### config.mk
export PLATFORM = sky130hd
export DESIGN_NAME = utf16_escape_decoder_unit_flat
export DESIGN_NICKNAME = d
export VERILOG_FILES = /design/src/hdl/u16ed_pkg.sv /design/src/hdl/u16ed_req_if.sv /design/src/hdl/u16ed_rsp_if.sv /design/src/hdl/utf16_escape_decoder_unit.sv /design/src/flat_wrapper.sv
export SDC_FILE = /design/constraint.sdc
export NUM_CORES = 1
export LEC_CHECK = 0
export CORE_MARGIN = 10
export CORE_UTILIZATION = 40
export CTS_CLUSTER_SIZE = 24
export DETAILED_ROUTE_END_ITERATION = 7
export DONT_BUFFER_PORTS = 1
export GPL_ROUTABILITY_DRIVEN = 0
export HOLD_SLACK_MARGIN = 0.02
export PLACE_DENSITY_LB_ADDON = 0.25
export REMOVE_ABC_BUFFERS = 1
export SLEW_MARGIN = 20
export SYNTH_ARGS = -nofsm -noshare
export SYNTH_HDL_FRONTEND = slang
export SYNTH_SLANG_ARGS = --single-unit
### constraint.sdc
create_clock -name clock -period 3.6 [get_ports clock]
set_input_delay 0.72 -clock clock [delete_from_list [all_inputs] [get_ports clock]]
set_output_delay 0.72 -clock clock [all_outputs]
set_load 0.05 [all_outputs]
### src/hdl/u16ed_pkg.sv
`timescale 1ns / 1ps

package u16ed_pkg;

   // Payload widths
   localparam int unsigned CharWidth   = 8;
   localparam int unsigned CodeWidth   = 21;
   localparam int unsigned StatusWidth = 4;
   localparam int unsigned HexWidth    = 16;
   localparam int unsigned HighWidth   = 10;

   typedef logic [CharWidth-1:0]   char_type;
   typedef logic [CodeWidth-1:0]   code_type;
   typedef logic [StatusWidth-1:0] status_type;
   typedef logic [HexWidth-1:0]    hex_type;
   typedef logic [HighWidth-1:0]   high_type;

   // Result status codes
   localparam status_type StOk          = 4'd0;
   localparam status_type StEndBefore   = 4'd1;
   localparam status_type StNoU         = 4'd2;
   localparam status_type StBadHex      = 4'd3;
   localparam status_type StEarlyEnd    = 4'd4;
   localparam status_type StLoneLow     = 4'd5;
   localparam status_type StNoBackslash = 4'd6;
   localparam status_type StNoTrailU    = 4'd7;
   localparam status_type StBadTrail    = 4'd8;

   // Characters of the escape syntax
   localparam char_type ChU         = 8'h75;
   localparam char_type ChBackslash = 8'h5C;

   // Surrogate ranges, matched on the upper bits of the 16-bit unit
   localparam logic [4:0] SurAnyTop  = 5'b11011;   // 0xD800..0xDFFF
   localparam logic [5:0] SurHighTop = 6'b110110;  // 0xD800..0xDBFF
   localparam logic [5:0] SurLowTop  = 6'b110111;  // 0xDC00..0xDFFF
   localparam code_type   SuppBase   = 21'h10000;

   // Hex digit decode: bit 4 flags a valid digit, bits 3:0 carry its value
   function automatic logic [4:0] hex_digit(input char_type c);
      logic [4:0] result;
      result = 5'd0;
      if (c >= 8'h30 && c <= 8'h39) begin
         result = {1'b1, 4'(c - 8'h30)};
      end else if (c >= 8'h61 && c <= 8'h66) begin
         result = {1'b1, 4'(c - 8'h57)};
      end else if (c >= 8'h41 && c <= 8'h46) begin
         result = {1'b1, 4'(c - 8'h37)};
      end
      return result;
   endfunction

endpackage

### src/hdl/u16ed_req_if.sv
`timescale 1ns / 1ps

interface u16ed_req_if;
   logic                valid;
   logic                ready;
   u16ed_pkg::char_type char_byte;
   logic                stream_end;

   modport source (output valid, output char_byte, output stream_end, input ready);
   modport sink   (input valid, input char_byte, input stream_end, output ready);
endinterface

### src/hdl/u16ed_rsp_if.sv
`timescale 1ns / 1ps

interface u16ed_rsp_if;
   logic                  valid;
   logic                  ready;
   u16ed_pkg::code_type   code_point;
   u16ed_pkg::status_type status;

   modport source (output valid, output code_point, output status, input ready);
   modport sink   (input valid, input code_point, input status, output ready);
endinterface

### src/hdl/utf16_escape_decoder_unit.sv
`timescale 1ns / 1ps

// Decodes a JSON \u escape (backslash already consumed), including a
// surrogate pair, from a stream of one character byte or end mark per
// transfer. Takes one transfer every clock cycle when the result side keeps
// up. The result is offered once the item that completes the escape or
// raises an error has moved from the input register into the result
// register. The result register stalls the input side only when it holds
// an untaken result. After each result the decoder waits for a new 'u'.
module utf16_escape_decoder_unit (
   input  logic         clock,
   input  logic         reset,
   u16ed_req_if.sink    req_chan,
   u16ed_rsp_if.source  rsp_chan
);

   typedef enum logic [2:0] {
      PH_FIRST_U,
      PH_LEAD_HEX,
      PH_BACKSLASH,
      PH_TRAIL_U,
      PH_TRAIL_HEX
   } phase_type;

   // Input register
   logic                  in_valid_ff;
   u16ed_pkg::char_type   in_char_ff;
   logic                  in_end_ff;

   // Decoder state
   phase_type             phase_ff, phase_in;
   logic [1:0]            digit_cnt_ff, digit_cnt_in;
   u16ed_pkg::hex_type    hex_accum_ff, hex_accum_in;
   u16ed_pkg::high_type   high_part_ff, high_part_in;

   // Result register
   logic                  out_valid_ff;
   u16ed_pkg::code_type   out_code_ff, out_code_in;
   u16ed_pkg::status_type out_status_ff, out_status_in;
   logic                  emit;

   logic                  advance;
   logic [4:0]            digit;
   u16ed_pkg::hex_type    unit_val;

   // Advance the decode stage when the input register holds an item and the result register is free or draining
   assign advance        = in_valid_ff && (!out_valid_ff || rsp_chan.ready);
   assign req_chan.ready = !in_valid_ff || advance;

   assign digit    = u16ed_pkg::hex_digit(in_char_ff);
   assign unit_val = {hex_accum_ff[11:0], digit[3:0]};

   // Next state and result for the item in the input register
   always_comb begin
      phase_in      = phase_ff;
      digit_cnt_in  = digit_cnt_ff;
      hex_accum_in  = hex_accum_ff;
      high_part_in  = high_part_ff;
      emit          = 1'b0;
      out_code_in   = '0;
      out_status_in = u16ed_pkg::StOk;
      unique case (phase_ff)
         PH_LEAD_HEX, PH_TRAIL_HEX: begin
            if (in_end_ff) begin
               emit          = 1'b1;
               out_status_in = u16ed_pkg::StEarlyEnd;
            end else if (!digit[4]) begin
               emit          = 1'b1;
               out_status_in = u16ed_pkg::StBadHex;
            end else if (digit_cnt_ff != 2'd3) begin
               hex_accum_in = unit_val;
               digit_cnt_in = digit_cnt_ff + 2'd1;
            end else if (phase_ff == PH_LEAD_HEX) begin
               // Classify the leading unit
               if (unit_val[15:11] != u16ed_pkg::SurAnyTop) begin
                  emit        = 1'b1;
                  out_code_in = {5'd0, unit_val};
               end else if (unit_val[15:10] == u16ed_pkg::SurLowTop) begin
                  emit          = 1'b1;
                  out_status_in = u16ed_pkg::StLoneLow;
               end else begin
                  high_part_in = unit_val[9:0];
                  phase_in     = PH_BACKSLASH;
                  digit_cnt_in = 2'd0;
               end
            end else begin
               // Combine the pair
               emit = 1'b1;
               if (unit_val[15:10] != u16ed_pkg::SurLowTop) begin
                  out_status_in = u16ed_pkg::StBadTrail;
               end else begin
                  out_code_in = {1'b0, high_part_ff, unit_val[9:0]} + u16ed_pkg::SuppBase;
               end
            end
         end
         PH_BACKSLASH: begin
            if (in_end_ff || in_char_ff != u16ed_pkg::ChBackslash) begin
               emit          = 1'b1;
               out_status_in = u16ed_pkg::StNoBackslash;
            end else begin
               phase_in = PH_TRAIL_U;
            end
         end
         PH_TRAIL_U: begin
            if (in_end_ff || in_char_ff != u16ed_pkg::ChU) begin
               emit          = 1'b1;
               out_status_in = u16ed_pkg::StNoTrailU;
            end else begin
               phase_in     = PH_TRAIL_HEX;
               digit_cnt_in = 2'd0;
            end
         end
         default: begin
            if (in_end_ff) begin
               emit          = 1'b1;
               out_status_in = u16ed_pkg::StEndBefore;
            end else if (in_char_ff != u16ed_pkg::ChU) begin
               emit          = 1'b1;
               out_status_in = u16ed_pkg::StNoU;
            end else begin
               phase_in     = PH_LEAD_HEX;
               digit_cnt_in = 2'd0;
            end
         end
      endcase
      // Drop back to the start after every result
      if (emit) begin
         phase_in     = PH_FIRST_U;
         digit_cnt_in = 2'd0;
      end
   end

   // Hold input, state and result registers
   always_ff @(posedge clock) begin
      if (reset) begin
         in_valid_ff  <= 1'b0;
         out_valid_ff <= 1'b0;
         phase_ff     <= PH_FIRST_U;
         digit_cnt_ff <= 2'd0;
      end else begin
         if (req_chan.ready) begin
            in_valid_ff <= req_chan.valid;
         end
         if (advance) begin
            out_valid_ff <= emit;
            phase_ff     <= phase_in;
            digit_cnt_ff <= digit_cnt_in;
         end else if (rsp_chan.ready) begin
            out_valid_ff <= 1'b0;
         end
      end
      if (req_chan.ready) begin
         in_char_ff <= req_chan.char_byte;
         in_end_ff  <= req_chan.stream_end;
      end
      if (advance) begin
         hex_accum_ff  <= hex_accum_in;
         high_part_ff  <= high_part_in;
         out_code_ff   <= out_code_in;
         out_status_ff <= out_status_in;
      end
   end

   assign rsp_chan.valid      = out_valid_ff;
   assign rsp_chan.code_point = out_code_ff;
   assign rsp_chan.status     = out_status_ff;

   // An error result never carries a code point
   assert property (@(posedge clock) disable iff (reset)
      out_valid_ff && out_status_ff != u16ed_pkg::StOk |-> out_code_ff == '0)
      else $error("error result with nonzero code point");

   // Every result returns the decoder to the start
   assert property (@(posedge clock) disable iff (reset)
      advance && emit |=> phase_ff == PH_FIRST_U && digit_cnt_ff == 2'd0)
      else $error("decoder did not restart after a result");

   // A stalled result register freezes the decoder state
   assert property (@(posedge clock) disable iff (reset)
      in_valid_ff && out_valid_ff && !rsp_chan.ready |=>
         $stable(phase_ff) && $stable(digit_cnt_ff) && $stable(out_code_ff))
      else $error("decoder moved while result stalled");

   // The digit counter is idle outside the hex phases
   assert property (@(posedge clock) disable iff (reset)
      phase_ff == PH_BACKSLASH || phase_ff == PH_TRAIL_U || phase_ff == PH_FIRST_U
         |-> digit_cnt_ff == 2'd0)
      else $error("digit count active outside hex phases");

endmodule
### src/flat_wrapper.sv
// flat-port wrapper written by rule: the top's interface ports become plain ports
module utf16_escape_decoder_unit_flat 
  (clock, reset, req_chan_valid, req_chan_char_byte, req_chan_stream_end, req_chan_ready, rsp_chan_valid, rsp_chan_code_point, rsp_chan_status, rsp_chan_ready);
  u16ed_req_if req_chan_i ();
  u16ed_rsp_if rsp_chan_i ();
  input  logic clock;
  input  logic reset;
  input wire logic [$bits(req_chan_i.valid)-1:0] req_chan_valid;
  input wire logic [$bits(req_chan_i.char_byte)-1:0] req_chan_char_byte;
  input wire logic [$bits(req_chan_i.stream_end)-1:0] req_chan_stream_end;
  output wire logic [$bits(req_chan_i.ready)-1:0] req_chan_ready;
  output wire logic [$bits(rsp_chan_i.valid)-1:0] rsp_chan_valid;
  output wire logic [$bits(rsp_chan_i.code_point)-1:0] rsp_chan_code_point;
  output wire logic [$bits(rsp_chan_i.status)-1:0] rsp_chan_status;
  input wire logic [$bits(rsp_chan_i.ready)-1:0] rsp_chan_ready;
  assign req_chan_i.valid = req_chan_valid;
  assign req_chan_i.char_byte = req_chan_char_byte;
  assign req_chan_i.stream_end = req_chan_stream_end;
  assign req_chan_ready = req_chan_i.ready;
  assign rsp_chan_valid = rsp_chan_i.valid;
  assign rsp_chan_code_point = rsp_chan_i.code_point;
  assign rsp_chan_status = rsp_chan_i.status;
  assign rsp_chan_i.ready = rsp_chan_ready;
  utf16_escape_decoder_unit u_core (.clock(clock), .reset(reset), .req_chan(req_chan_i), .rsp_chan(rsp_chan_i));
endmodule
==> results of run 1 <==
-- placed cells by master, fill, tap and decap left out, types with 5 or more instances in the layout --
cell type	Yosys	layout
dfxtp_1	7	7
o21ai_0	10	10
and2_1	13	13
nand2_1	21	21
nor2_1	20	20
edfxtp_1	56	56
clkbuf_8	0	9
a21oi_1	11	11
nand2b_1	8	8
ha_1	5	5
inv_1	5	5
-- final cells by class --
| class | count | area [um^2] | area share [%] |
|---|---|---|---|
| clock inverter | 7 | 46.3 | 1.49 |
| multi-input combinational | 149 | 956 | 30.8 |
| timing repair buffer | 2 | 15.0 | 0.484 |
| inverter | 5 | 18.8 | 0.605 |
| tap | 96 | 120 | 3.87 |
| sequential | 63 | 1820 | 58.7 |
| clock buffer | 9 | 124 | 3.99 |
-- power by group through the flow --
| stage | Clock (mW) | Sequential, mW | Combinational [mW] |
|---|---|---|---|
| after floorplan | 0 | 0.891 | 0.0237 |
| after global placement | 0 | 0.896 | 0.0318 |
| after detailed placement | 0 | 0.896 | 0.0326 |
| after CTS | 0.554 | 0.880 | 0.0327 |
| after global routing | 0.588 | 0.882 | 0.0367 |
| final | 0.535 | 0.879 | 0.0323 |
-- sequential cells by signal (all words and copies together) (netlist names) --
signal,count
u_core.in_valid_ff,1
u_core.in_end_ff,1
u_core.digit_cnt_ff,2
u_core.rsp_chan.code_point,21
u_core.rsp_chan.status,4
u_core.high_part_ff,10
u_core.hex_accum_ff,12
u_core.rsp_chan.valid,1
u_core.phase_ff,3
u_core.in_char_ff,8
-- worst register-to-register path, delay by kind of cell (launching register included) --
family           cells  cell delay [ns]
flip-flops           1             0.46
AND/OR/NAND/NOR      4             1.67
AO/OA/AOI/OAI        2             0.49
-- routing by layer --
layer	part of all wire [%]	up-vias	GRT usage, %
met2	44	50	14.6
met1	48	816	13.1
met4	1.9	0	6.06
met3	5.7	9	4.65
met5	0	-	0
li1	-	858	-
-- how the worst min path moves through the flow --
| stage | slack, ns | to | depth (start not counted) | startpoint |
|---|---|---|---|---|
| after detailed placement | 0.47 | u_core.hex_accum_ff[11]$_DFFE_PP_ | 0 | u_core.hex_accum_ff[7]$_DFFE_PP_ |
| after global placement | 0.47 | u_core.hex_accum_ff[4]$_DFFE_PP_ | 0 | u_core.hex_accum_ff[0]$_DFFE_PP_ |
| final | 0.44 | u_core.rsp_chan.valid$_SDFFE_PP0P_ | 1 | reset |
| after global routing | 0.42 | u_core.rsp_chan.valid$_SDFFE_PP0P_ | 1 | reset |
| after CTS | 0.42 | u_core.rsp_chan.valid$_SDFFE_PP0P_ | 1 | reset |
| after floorplan | 0.44 | u_core.hex_accum_ff[4]$_DFFE_PP_ | 0 | u_core.hex_accum_ff[0]$_DFFE_PP_ |
-- logic make-up after synthesis --
group / after synthesis / synth area share [%]
xor+xnor: 3 / 0.930
compound gates: 50 / 13.5
flops: 63 / 64.5
fa+ha+maj: 5 / 2.21
simple gates: 91 / 17.2
buf+inv: 11 / 1.73
-- metrics by stage --
step                util (%)  power (mW)
global placement        42.9       0.928
finish                  45.4        1.45
CTS                     45.4        1.47
detailed placement      42.9       0.929
floorplan                  -       0.914
global route            45.4        1.51
==> flow_summary_export.csv, run 1 <==
group,metric,value,unit
power_and_ir_drop,power_frac_seq,60.8,%
logic_synthesis,avgSynthCellArea,12.7,um^2
placed_design,io_buffers,0,
sta,setup_viol,0,
outcome,status,"complete, no violations",
setup_path,rrSetupSlack,0.85,ns
logic_synthesis,synthTopCellsByArea,"edfxtp_1 59%, dfxtp_1 5.0%, and2_1 2.9%",
die,start_util,41.4,%
setup_path,rr_endpoint,"u_core.rsp_chan.code_point[11]$_SDFFCE_PP0P_",
sta,finalWorstSetupSlack,0.853,ns
cts,cts_buffer_depth,2,
grt,grt-ovfl-total,0,
logic_synthesis,ys.flop_type,"edfxtp_1",
grt,track_usage,10.5,%
placed_design,place_inst,315,
cts,cts.repair.resized,0,
sta,timing.final.crit_share,76.3,%
cts,htreeDepth,3,
grt,grt_pass1_wl,8.98,mm
drt,drtAntennaViolNets,0,
die,core,6830,um^2
power_and_ir_drop,internal-power,1.07,mW
sta,max_freq,364,MHz
logic_synthesis,yosysTopAreaCell,"edfxtp_1",
logic_synthesis,synth.top_cells.by_count,"56 x edfxtp_1, 21 x nand2_1, 20 x nor2_1",
setup_path,worst-path-buf-inv,0,
drt,firstDrtPassIters,4,
drt,dr.first_iter.drc_count,120,
power_and_ir_drop,p_sw_share,25.9,%
sta,post-route-min-period,2.75,ns
drt,drc,0,
sta,fin_skew,0.00648,ns
die,fp.dieArea,10800,um^2
setup_path,critPathMaxStageDelay,0.54,ns
sta,holdWs,0.442,ns
power_and_ir_drop,vdd_ir_drop_max,244,uV
power_and_ir_drop,p_sw,374,uW
cts,cts_tree,"done",
hold_path,min_path_type,"in -> reg",
sta,hold_viol,0,
die,die_w,104,um
logic_synthesis,yosysSeqAreaShare,64.5,%
power_and_ir_drop,power_density,467,nW/um^2
layout,drive_above_1_share,10.2,%
drt,avgRoutedWirePerCell,16.4,um
cts,clkTransAtPathRegs,0.07,ns
setup_path,cp-start-kind,"flop",
setup_path,critPathCapture,"u_core.rsp_chan.code_point[11]$_SDFFCE_PP0P_",
layout,fin_nets,248,
grt,antenna_found_initial,0,
setup_path,reg2regPathDepth,6,
setup_path,cp-startpoint,"u_core.in_char_ff[3]$_DFFE_PP_",
logic_synthesis,synth_top_area_share,59.5,%
sta,worstMarginPinSlew,0.817,ns
run,drv_cap,0,
placed_design,place_ws,0.898,ns
setup_path,worstSetupEndpointType,"flop",
setup_path,path_delay_family,"simple AND/OR/NAND/NOR gates",
layout,area_delta_synth_final,9.74,%
die,die_h,104,um
setup_path,path_cells,"or4b_1, or3_1, a21oi_1, nand2b_1, nor3b_1, a22o_1",
cts,cts_buffers,9,
cts,cts_root_buf,"clkbuf_8",
logic_synthesis,syn_inst,223,
setup_path,timing.rr.start,"u_core.in_char_ff[3]$_DFFE_PP_",
placed_design,place_area,2930,um^2
cts,postCtsSetupBuffers,0,
setup_path,crit_required,3.81,ns
power_and_ir_drop,comb_power_share,2.2,%
logic_synthesis,yosys_warnings,0,
logic_synthesis,syn_area,2830,um^2
setup_path,criticalPathCategory,"reg -> reg",
sta,slew_violations,0,
setup_path,worst-path-stages,6,
layout,fillCellCount,656,
setup_path,cp.arrival,2.96,ns
cts,postCtsHoldBufs,0,
cts,clkLatencyLatePin,0.35,ns
power_and_ir_drop,power.leakage,1.02,nW
sta,setup-tns-final,0,ns
die,top_level_ports,40,
logic_synthesis,synth-async-reset-ratio,0,%
logic_synthesis,synth_edf_count,56,
layout,n_antenna_cell,0,
placed_design,dp_hpwl,3.94,mm
die,num_rows,30,
sta,relSlewSlack,45.4,%
drt,viasPerCell,5.24,
logic_synthesis,synth-seq-cells,63,
drt,drt-total-wl,5.44,mm
cts,clock-sinks,63,
drt,num_vias,1733,
layout,fin_cells,331,
setup_path,worst_path_max_delay_cell,"or4b_1",
power_and_ir_drop,power_frac_clock,37.0,%
grt,grt_pass1_vias,1711,
layout,fin_area,3100,um^2
logic_synthesis,synthMostInstantiatedCell,"edfxtp_1",
logic_synthesis,ys_types,48,
sta,rsz0062_at_grt,"no",
setup_path,crit_fanout,6,
grt,grt_max_degree,27,
Note: power is estimated with default switching activity, not from simulation.
==> inputs of run 2 (changes only) <==
==> constraint.sdc (replaced) <==
create_clock -name clock -period 2.5 [get_ports clock]
set_input_delay 0.5 -clock clock [delete_from_list [all_inputs] [get_ports clock]]
set_output_delay 0.5 -clock clock [all_outputs]
set_load 0.05 [all_outputs]
==> run 2 against run 1 <==
  * Cell area is 4.4% higher
  * Clock skew barely moved
  * Routed wire length increased by 2.8%
  * Worst setup slack got worse by 0.77 ns
  * Sequential power increased by 43%
  * Count of clock-buffer cells in the layout stayed put
  * Worst hold slack lost 0.21 ns
  * Fmax grew 14%
  * Critical path depth unchanged
  * Die area unchanged
  * Clock power increased by 43%
  * Cell count up 3.9%
==> flow_summary_export.csv, run 2 (synthesis gave the netlist of run 1 again) <==
group,metric,value,unit
layout,fillCellCount,649,
drt,avgRoutedWirePerCell,16.3,um
drt,num_vias,1814,
power_and_ir_drop,comb_power_share,2.8,%
setup_path,cp-startpoint,"u_core.in_char_ff[7]$_DFFE_PP_",
layout,n_antenna_cell,0,
grt,grt-ovfl-total,0,
placed_design,dp_hpwl,4.07,mm
die,fp.dieArea,10800,um^2
setup_path,cp-start-kind,"flop",
grt,grt_pass1_vias,1796,
power_and_ir_drop,total_power,2.08,mW
power_and_ir_drop,power_frac_clock,36.7,%
drt,drtAntennaViolNets,0,
drt,dr.first_iter.drc_count,86,
setup_path,timing.rr.start,"u_core.in_char_ff[7]$_DFFE_PP_",
setup_path,path_cells,"or4b_1, or3_4, a211oi_4, a32oi_4, a2111oi_2, a31o_1",
cts,htreeDepth,3,
setup_path,worstSetupEndpointType,"flop",
layout,multi_input_area,981,um^2
sta,relSlewSlack,68.2,%
layout,largest_reg_flops,21,
sta,setup_viol,0,
setup_path,critPathMaxStageDelay,0.50,ns
setup_path,criticalPathCategory,"reg -> reg",
cts,cts_buffers,9,
power_and_ir_drop,power.leakage,1.09,nW
sta,timing.final.crit_share,96.6,%
setup_path,crit_fanout,6,
cts,clkTransAtPathRegs,0.07,ns
drt,met1_length,2.61,mm
sta,rsz0062_at_grt,"yes",
die,core,6830,um^2
hold_path,min_path_type,"in -> reg",
die,top_level_ports,40,
grt,grt_pass1_wl,9.18,mm
layout,layout_commonest_cell,"edfxtp_1",
sta,fin_skew,0.00692,ns
power_and_ir_drop,vdd_ir_drop_max,308,uV
cts,cts_root_buf,"clkbuf_8",
layout,fin_nets,261,
sta,worstMarginPinSlew,0.478,ns
setup_path,crit_required,2.78,ns
drt,wl_met2,2.56,mm
die,start_util,41.4,%
sta,max_freq,414,MHz
sta,holdWs,0.235,ns
layout,drive_above_1_share,16.5,%
cts,cts_buffer_depth,2,
setup_path,worst-path-buf-inv,0,
placed_design,io_buffers,0,
layout,regArea,1820,um^2
run,drv_cap,0,
die,num_rows,30,
grt,track_usage,10.5,%
cts,clkLatencyLatePin,0.33,ns
die,die_w,104,um
layout,area_delta_synth_final,14.6,%
layout,final_cell_mix,"56 x edfxtp_1, 20 x nand2_1, 19 x nor2_1",
grt,grt_max_degree,17,
drt,firstDrtPassIters,4,
drt,viasPerCell,5.27,
cts,clock-sinks,63,
cts,postCtsSetupBuffers,0,
sta,post-route-min-period,2.42,ns
cts,postCtsHoldBufs,0,
layout,final_core_util,47.4,%
power_and_ir_drop,power_density,643,nW/um^2
power_and_ir_drop,internal-power,1.55,mW
die,die_h,104,um
drt,drc,0,
power_and_ir_drop,p_sw_share,25.5,%
grt,antenna_found_initial,0,
setup_path,worst_path_max_delay_cell,"or4b_1",
hold_path,min_from,"reset",
sta,slew_violations,0,
sta,setup-tns-final,0,ns
sta,hold_viol,0,
power_and_ir_drop,p_sw,532,uW
drt,routed.top_layer,"met4",
setup_path,path_delay_family,"compound AO/OA/AOI/OAI gates",
outcome,status,"complete, no violations",
drt,drt-total-wl,5.59,mm
cts,cts_tree,"done",
power_and_ir_drop,power_frac_seq,60.5,%
setup_path,cp.arrival,2.69,ns
drt,wl_met3,360,um
-- run 2: changes by cell type in the layout (fill, tap and decap cells not counted), sizes merged --
cell,previous run,this run
buf,2,15
clkinv,3,4
inv,7,6
-- run 2: through the flow --
step                area, um^2  cells  worst slack (ns)
CTS                       3220    344            0.0795
floorplan                 2800    217            -0.484
global placement          3040    328            0.0761
finish                    3240    344            0.0849
global route              3240    344           -0.0214
detailed placement        3040    328            0.0147
-- run 2: repair_timing --
item | 4_1_cts | 5_1_grt
resized for setup | 1 | 4
endpoints found under the setup margin | 2 | 8
gates cloned | 0 | 0
endpoints found under the hold margin | 0 | 0
pin swaps | 0 | 0
-- run 2: layout make-up --
| cell class | count | share of cell area (%) |
|---|---|---|
| flip-flops and latches | 63 | 56.2 |
| multi-input cells | 149 | 30.3 |
| repair buffers | 15 | 3.86 |
| clock buffers | 9 | 3.82 |
| well taps | 96 | 3.71 |
| clock inverters | 7 | 1.51 |
| inverters | 5 | 0.579 |
-- run 2: power groups by stage --
| stage | registers (mW) | clock network (mW) | logic [mW] |
|---|---|---|---|
| after floorplan | 1.28 | 0 | 0.0342 |
| after global placement | 1.28 | 0 | 0.0573 |
| after detailed placement | 1.29 | 0 | 0.0571 |
| after CTS | 1.26 | 0.792 | 0.0578 |
| after global routing | 1.26 | 0.842 | 0.0653 |
| final | 1.26 | 0.766 | 0.0578 |
-- run 2: worst register-to-register path, cell delays in order, from the launching register on --
cell       delay [ns]
edfxtp_1         0.42
or4b_1           0.50
or3_4            0.40
a211oi_4         0.33
a32oi_4          0.22
a2111oi_2        0.36
a31o_1           0.13
-- run 2: layer usage --
metal,track usage [%],up-vias
li1,-,883
met4,4.47,0
met5,0,-
met3,4.15,4
met1,13.5,873
met2,15.3,54
-- run 2: path summary, 6_finish.rpt --
path	to	slack (ns)	cells after the start
max	u_core.phase_ff[1]$_SDFFE_PP0P_	0.08	6
min	u_core.in_valid_ff$_SDFFE_PP0P_	0.23	1
max reg2reg	u_core.phase_ff[1]$_SDFFE_PP0P_	0.08	6
min reg2reg	u_core.high_part_ff[4]$_DFFE_PP_	0.49	0
==> inputs of run 3 (changes only) <==
--- a/config.mk
+++ b/config.mk
@@ -5,6 +5,8 @@
 export SDC_FILE = /design/constraint.sdc
 export NUM_CORES = 1
 export LEC_CHECK = 0
+export CELL_PAD_IN_SITES_DETAIL_PLACEMENT = 1
+export CELL_PAD_IN_SITES_GLOBAL_PLACEMENT = 1
 export CORE_MARGIN = 10
 export CORE_UTILIZATION = 40
 export CTS_CLUSTER_SIZE = 24
==> run 3 against run 2 <==
  * The flow now finishes with violations (setup timing)
  * Clock skew decreased by 0.00057 ns
  * Global-route usage increased by 2.0 points
  * Fmax decreased by 3.7%
  * Cell count increased by 1.7%
  * Worst hold slack got worse by 0.015 ns
  * Clock power increased by 15%
  * Non-clock buffer count increased by 6
  * Combinational power increased by 20%
  * Routed wire length increased by 18%
  * Power increased by 6.2%
  * Count of clock-buffer cells in the layout unchanged
  * Largest cell class unchanged
  * Largest power group unchanged
==> flow_summary_export.csv, run 3 (synthesis gave the netlist of run 1 again) <==
group,metric,value,unit
outcome,status,"finished with violations",
outcome,violations,"setup timing",
layout,final_cell_mix,"56 x edfxtp_1, 20 x nand2_1, 19 x nor2_1",
hold_path,min_path_type,"in -> reg",
layout,area_delta_synth_final,19.3,%
layout,final_core_util,49.4,%
run,drv_cap,0,
grt,track_usage,12.5,%
sta,max_freq,399,MHz
die,die_h,104,um
placed_design,place_area,3050,um^2
power_and_ir_drop,vdd_ir_drop_max,310,uV
grt,grt_pass1_wl,10.8,mm
sta,setup-tns-final,-0.00707,ns
sta,hold_viol,0,
die,die_w,104,um
layout,fin_area,3370,um^2
setup_path,crit_fanout,6,
setup_path,worst_path_max_delay_cell,"or4b_4",
die,top_level_ports,40,
grt,grt-ovfl-total,0,
layout,multi_input_area,1040,um^2
placed_design,place_ws,0.00308,ns
drt,drc,0,
sta,fin_skew,0.00635,ns
cts,cts_tree,"done",
sta,relSlewSlack,65.6,%
placed_design,dp_hpwl,4.68,mm
sta,post-route-min-period,2.51,ns
drt,avgRoutedWirePerCell,18.9,um
grt,grt_pass1_vias,2012,
die,core,6830,um^2
drt,drt-total-wl,6.60,mm
sta,slew_violations,0,
layout,fin_cells,350,
cts,clkLatencyLatePin,0.35,ns
grt,grt_max_degree,26,
placed_design,io_buffers,0,
layout,n_antenna_cell,0,
cts,cts_root_buf,"clkbuf_8",
setup_path,cp.arrival,2.80,ns
power_and_ir_drop,total_power,2.21,mW
layout,regArea,1820,um^2
cts,clkTransAtPathRegs,0.07,ns
placed_design,place_inst,329,
die,start_util,41.4,%
die,num_rows,30,
die,fp.dieArea,10800,um^2
drt,dr.first_iter.drc_count,94,
power_and_ir_drop,power.leakage,1.14,nW
drt,firstDrtPassIters,4,
layout,largest_reg_flops,21,
setup_path,worstSetupEndpointType,"flop",
sta,finalWorstSetupSlack,-0.00707,ns
layout,drive_above_1_share,22.4,%
setup_path,critPathMaxStageDelay,0.55,ns
cts,cts_buffer_depth,2,
power_and_ir_drop,power_density,656,nW/um^2
sta,worstMarginPinSlew,0.515,ns
grt,antenna_found_initial,0,
layout,fin_nets,267,
cts,htreeDepth,3,
setup_path,crit_required,2.79,ns
sta,holdWs,0.220,ns
sta,rsz0062_at_grt,"yes",
drt,viasPerCell,5.35,
drt,drtAntennaViolNets,0,
sta,setup_viol,1,
setup_path,path_cells,"or4b_4, or3_4, a211oi_4, a32oi_4, a2111oi_4, a31o_1",
layout,layout_commonest_cell,"edfxtp_1",
drt,num_vias,1872,
layout,fillCellCount,737,
cts,cts_buffers,9,
cts,clock-sinks,63,
sta,timing.final.crit_share,100,%
setup_path,criticalPathCategory,"reg -> reg",
setup_path,cp-start-kind,"flop",
## run 3: power breakdown
part / leakage [nW] / internal (mW) / switching (mW) / total, mW
clock: 0.0933 / 0.460 / 0.422 / 0.882
sequential: 0.575 / 1.17 / 0.0898 / 1.26
combinational: 0.467 / 0.0249 / 0.0445 / 0.0694
total: 1.14 / 1.66 / 0.557 / 2.21
## run 3: cell type report
type	count	share of cell area (%)
clock buffer	9	3.67
clock inverter	7	2.11
inverter	5	0.556
multi-input combinational	149	30.9
sequential	63	54.0
tap	96	3.56
timing repair buffer	21	5.16
## run 3: worst max-delay path: cells and delay by family, from the launching register on
family / cells / cell delay [ns]
AND/OR/NAND/NOR: 2 / 0.94
AO/OA/AOI/OAI: 4 / 1.10
flip-flops: 1 / 0.41
## run 3: path summary, 6_finish.rpt
path                                     from                                to  slack, ns  depth (start not counted)
max reg2reg    u_core.in_char_ff[4]$_DFFE_PP_   u_core.phase_ff[1]$_SDFFE_PP0P_     -0.007                          6
max            u_core.in_char_ff[4]$_DFFE_PP_   u_core.phase_ff[1]$_SDFFE_PP0P_     -0.007                          6
min                                     reset   u_core.in_valid_ff$_SDFFE_PP0P_       0.22                          1
min reg2reg  u_core.hex_accum_ff[0]$_DFFE_PP_  u_core.high_part_ff[4]$_DFFE_PP_       0.48                          0
## run 3: timing repair
item	in CTS	in global routing
setup endpoints to repair	1	32
gates cloned	0	1
endpoints found under the hold margin	0	0
pin swaps	0	3
buffers inserted	0	4
hold buffers	0	0
resized for setup	3	19
## run 3: routing by layer
layer  routed length [um]  GRT usage, %  part of all wire, %
met5                    0             0                    0
met3                  345          5.64                  5.2
met4                  127          4.97                  1.9
met2                 3120          18.5                   47
met1                 3010          15.5                   46
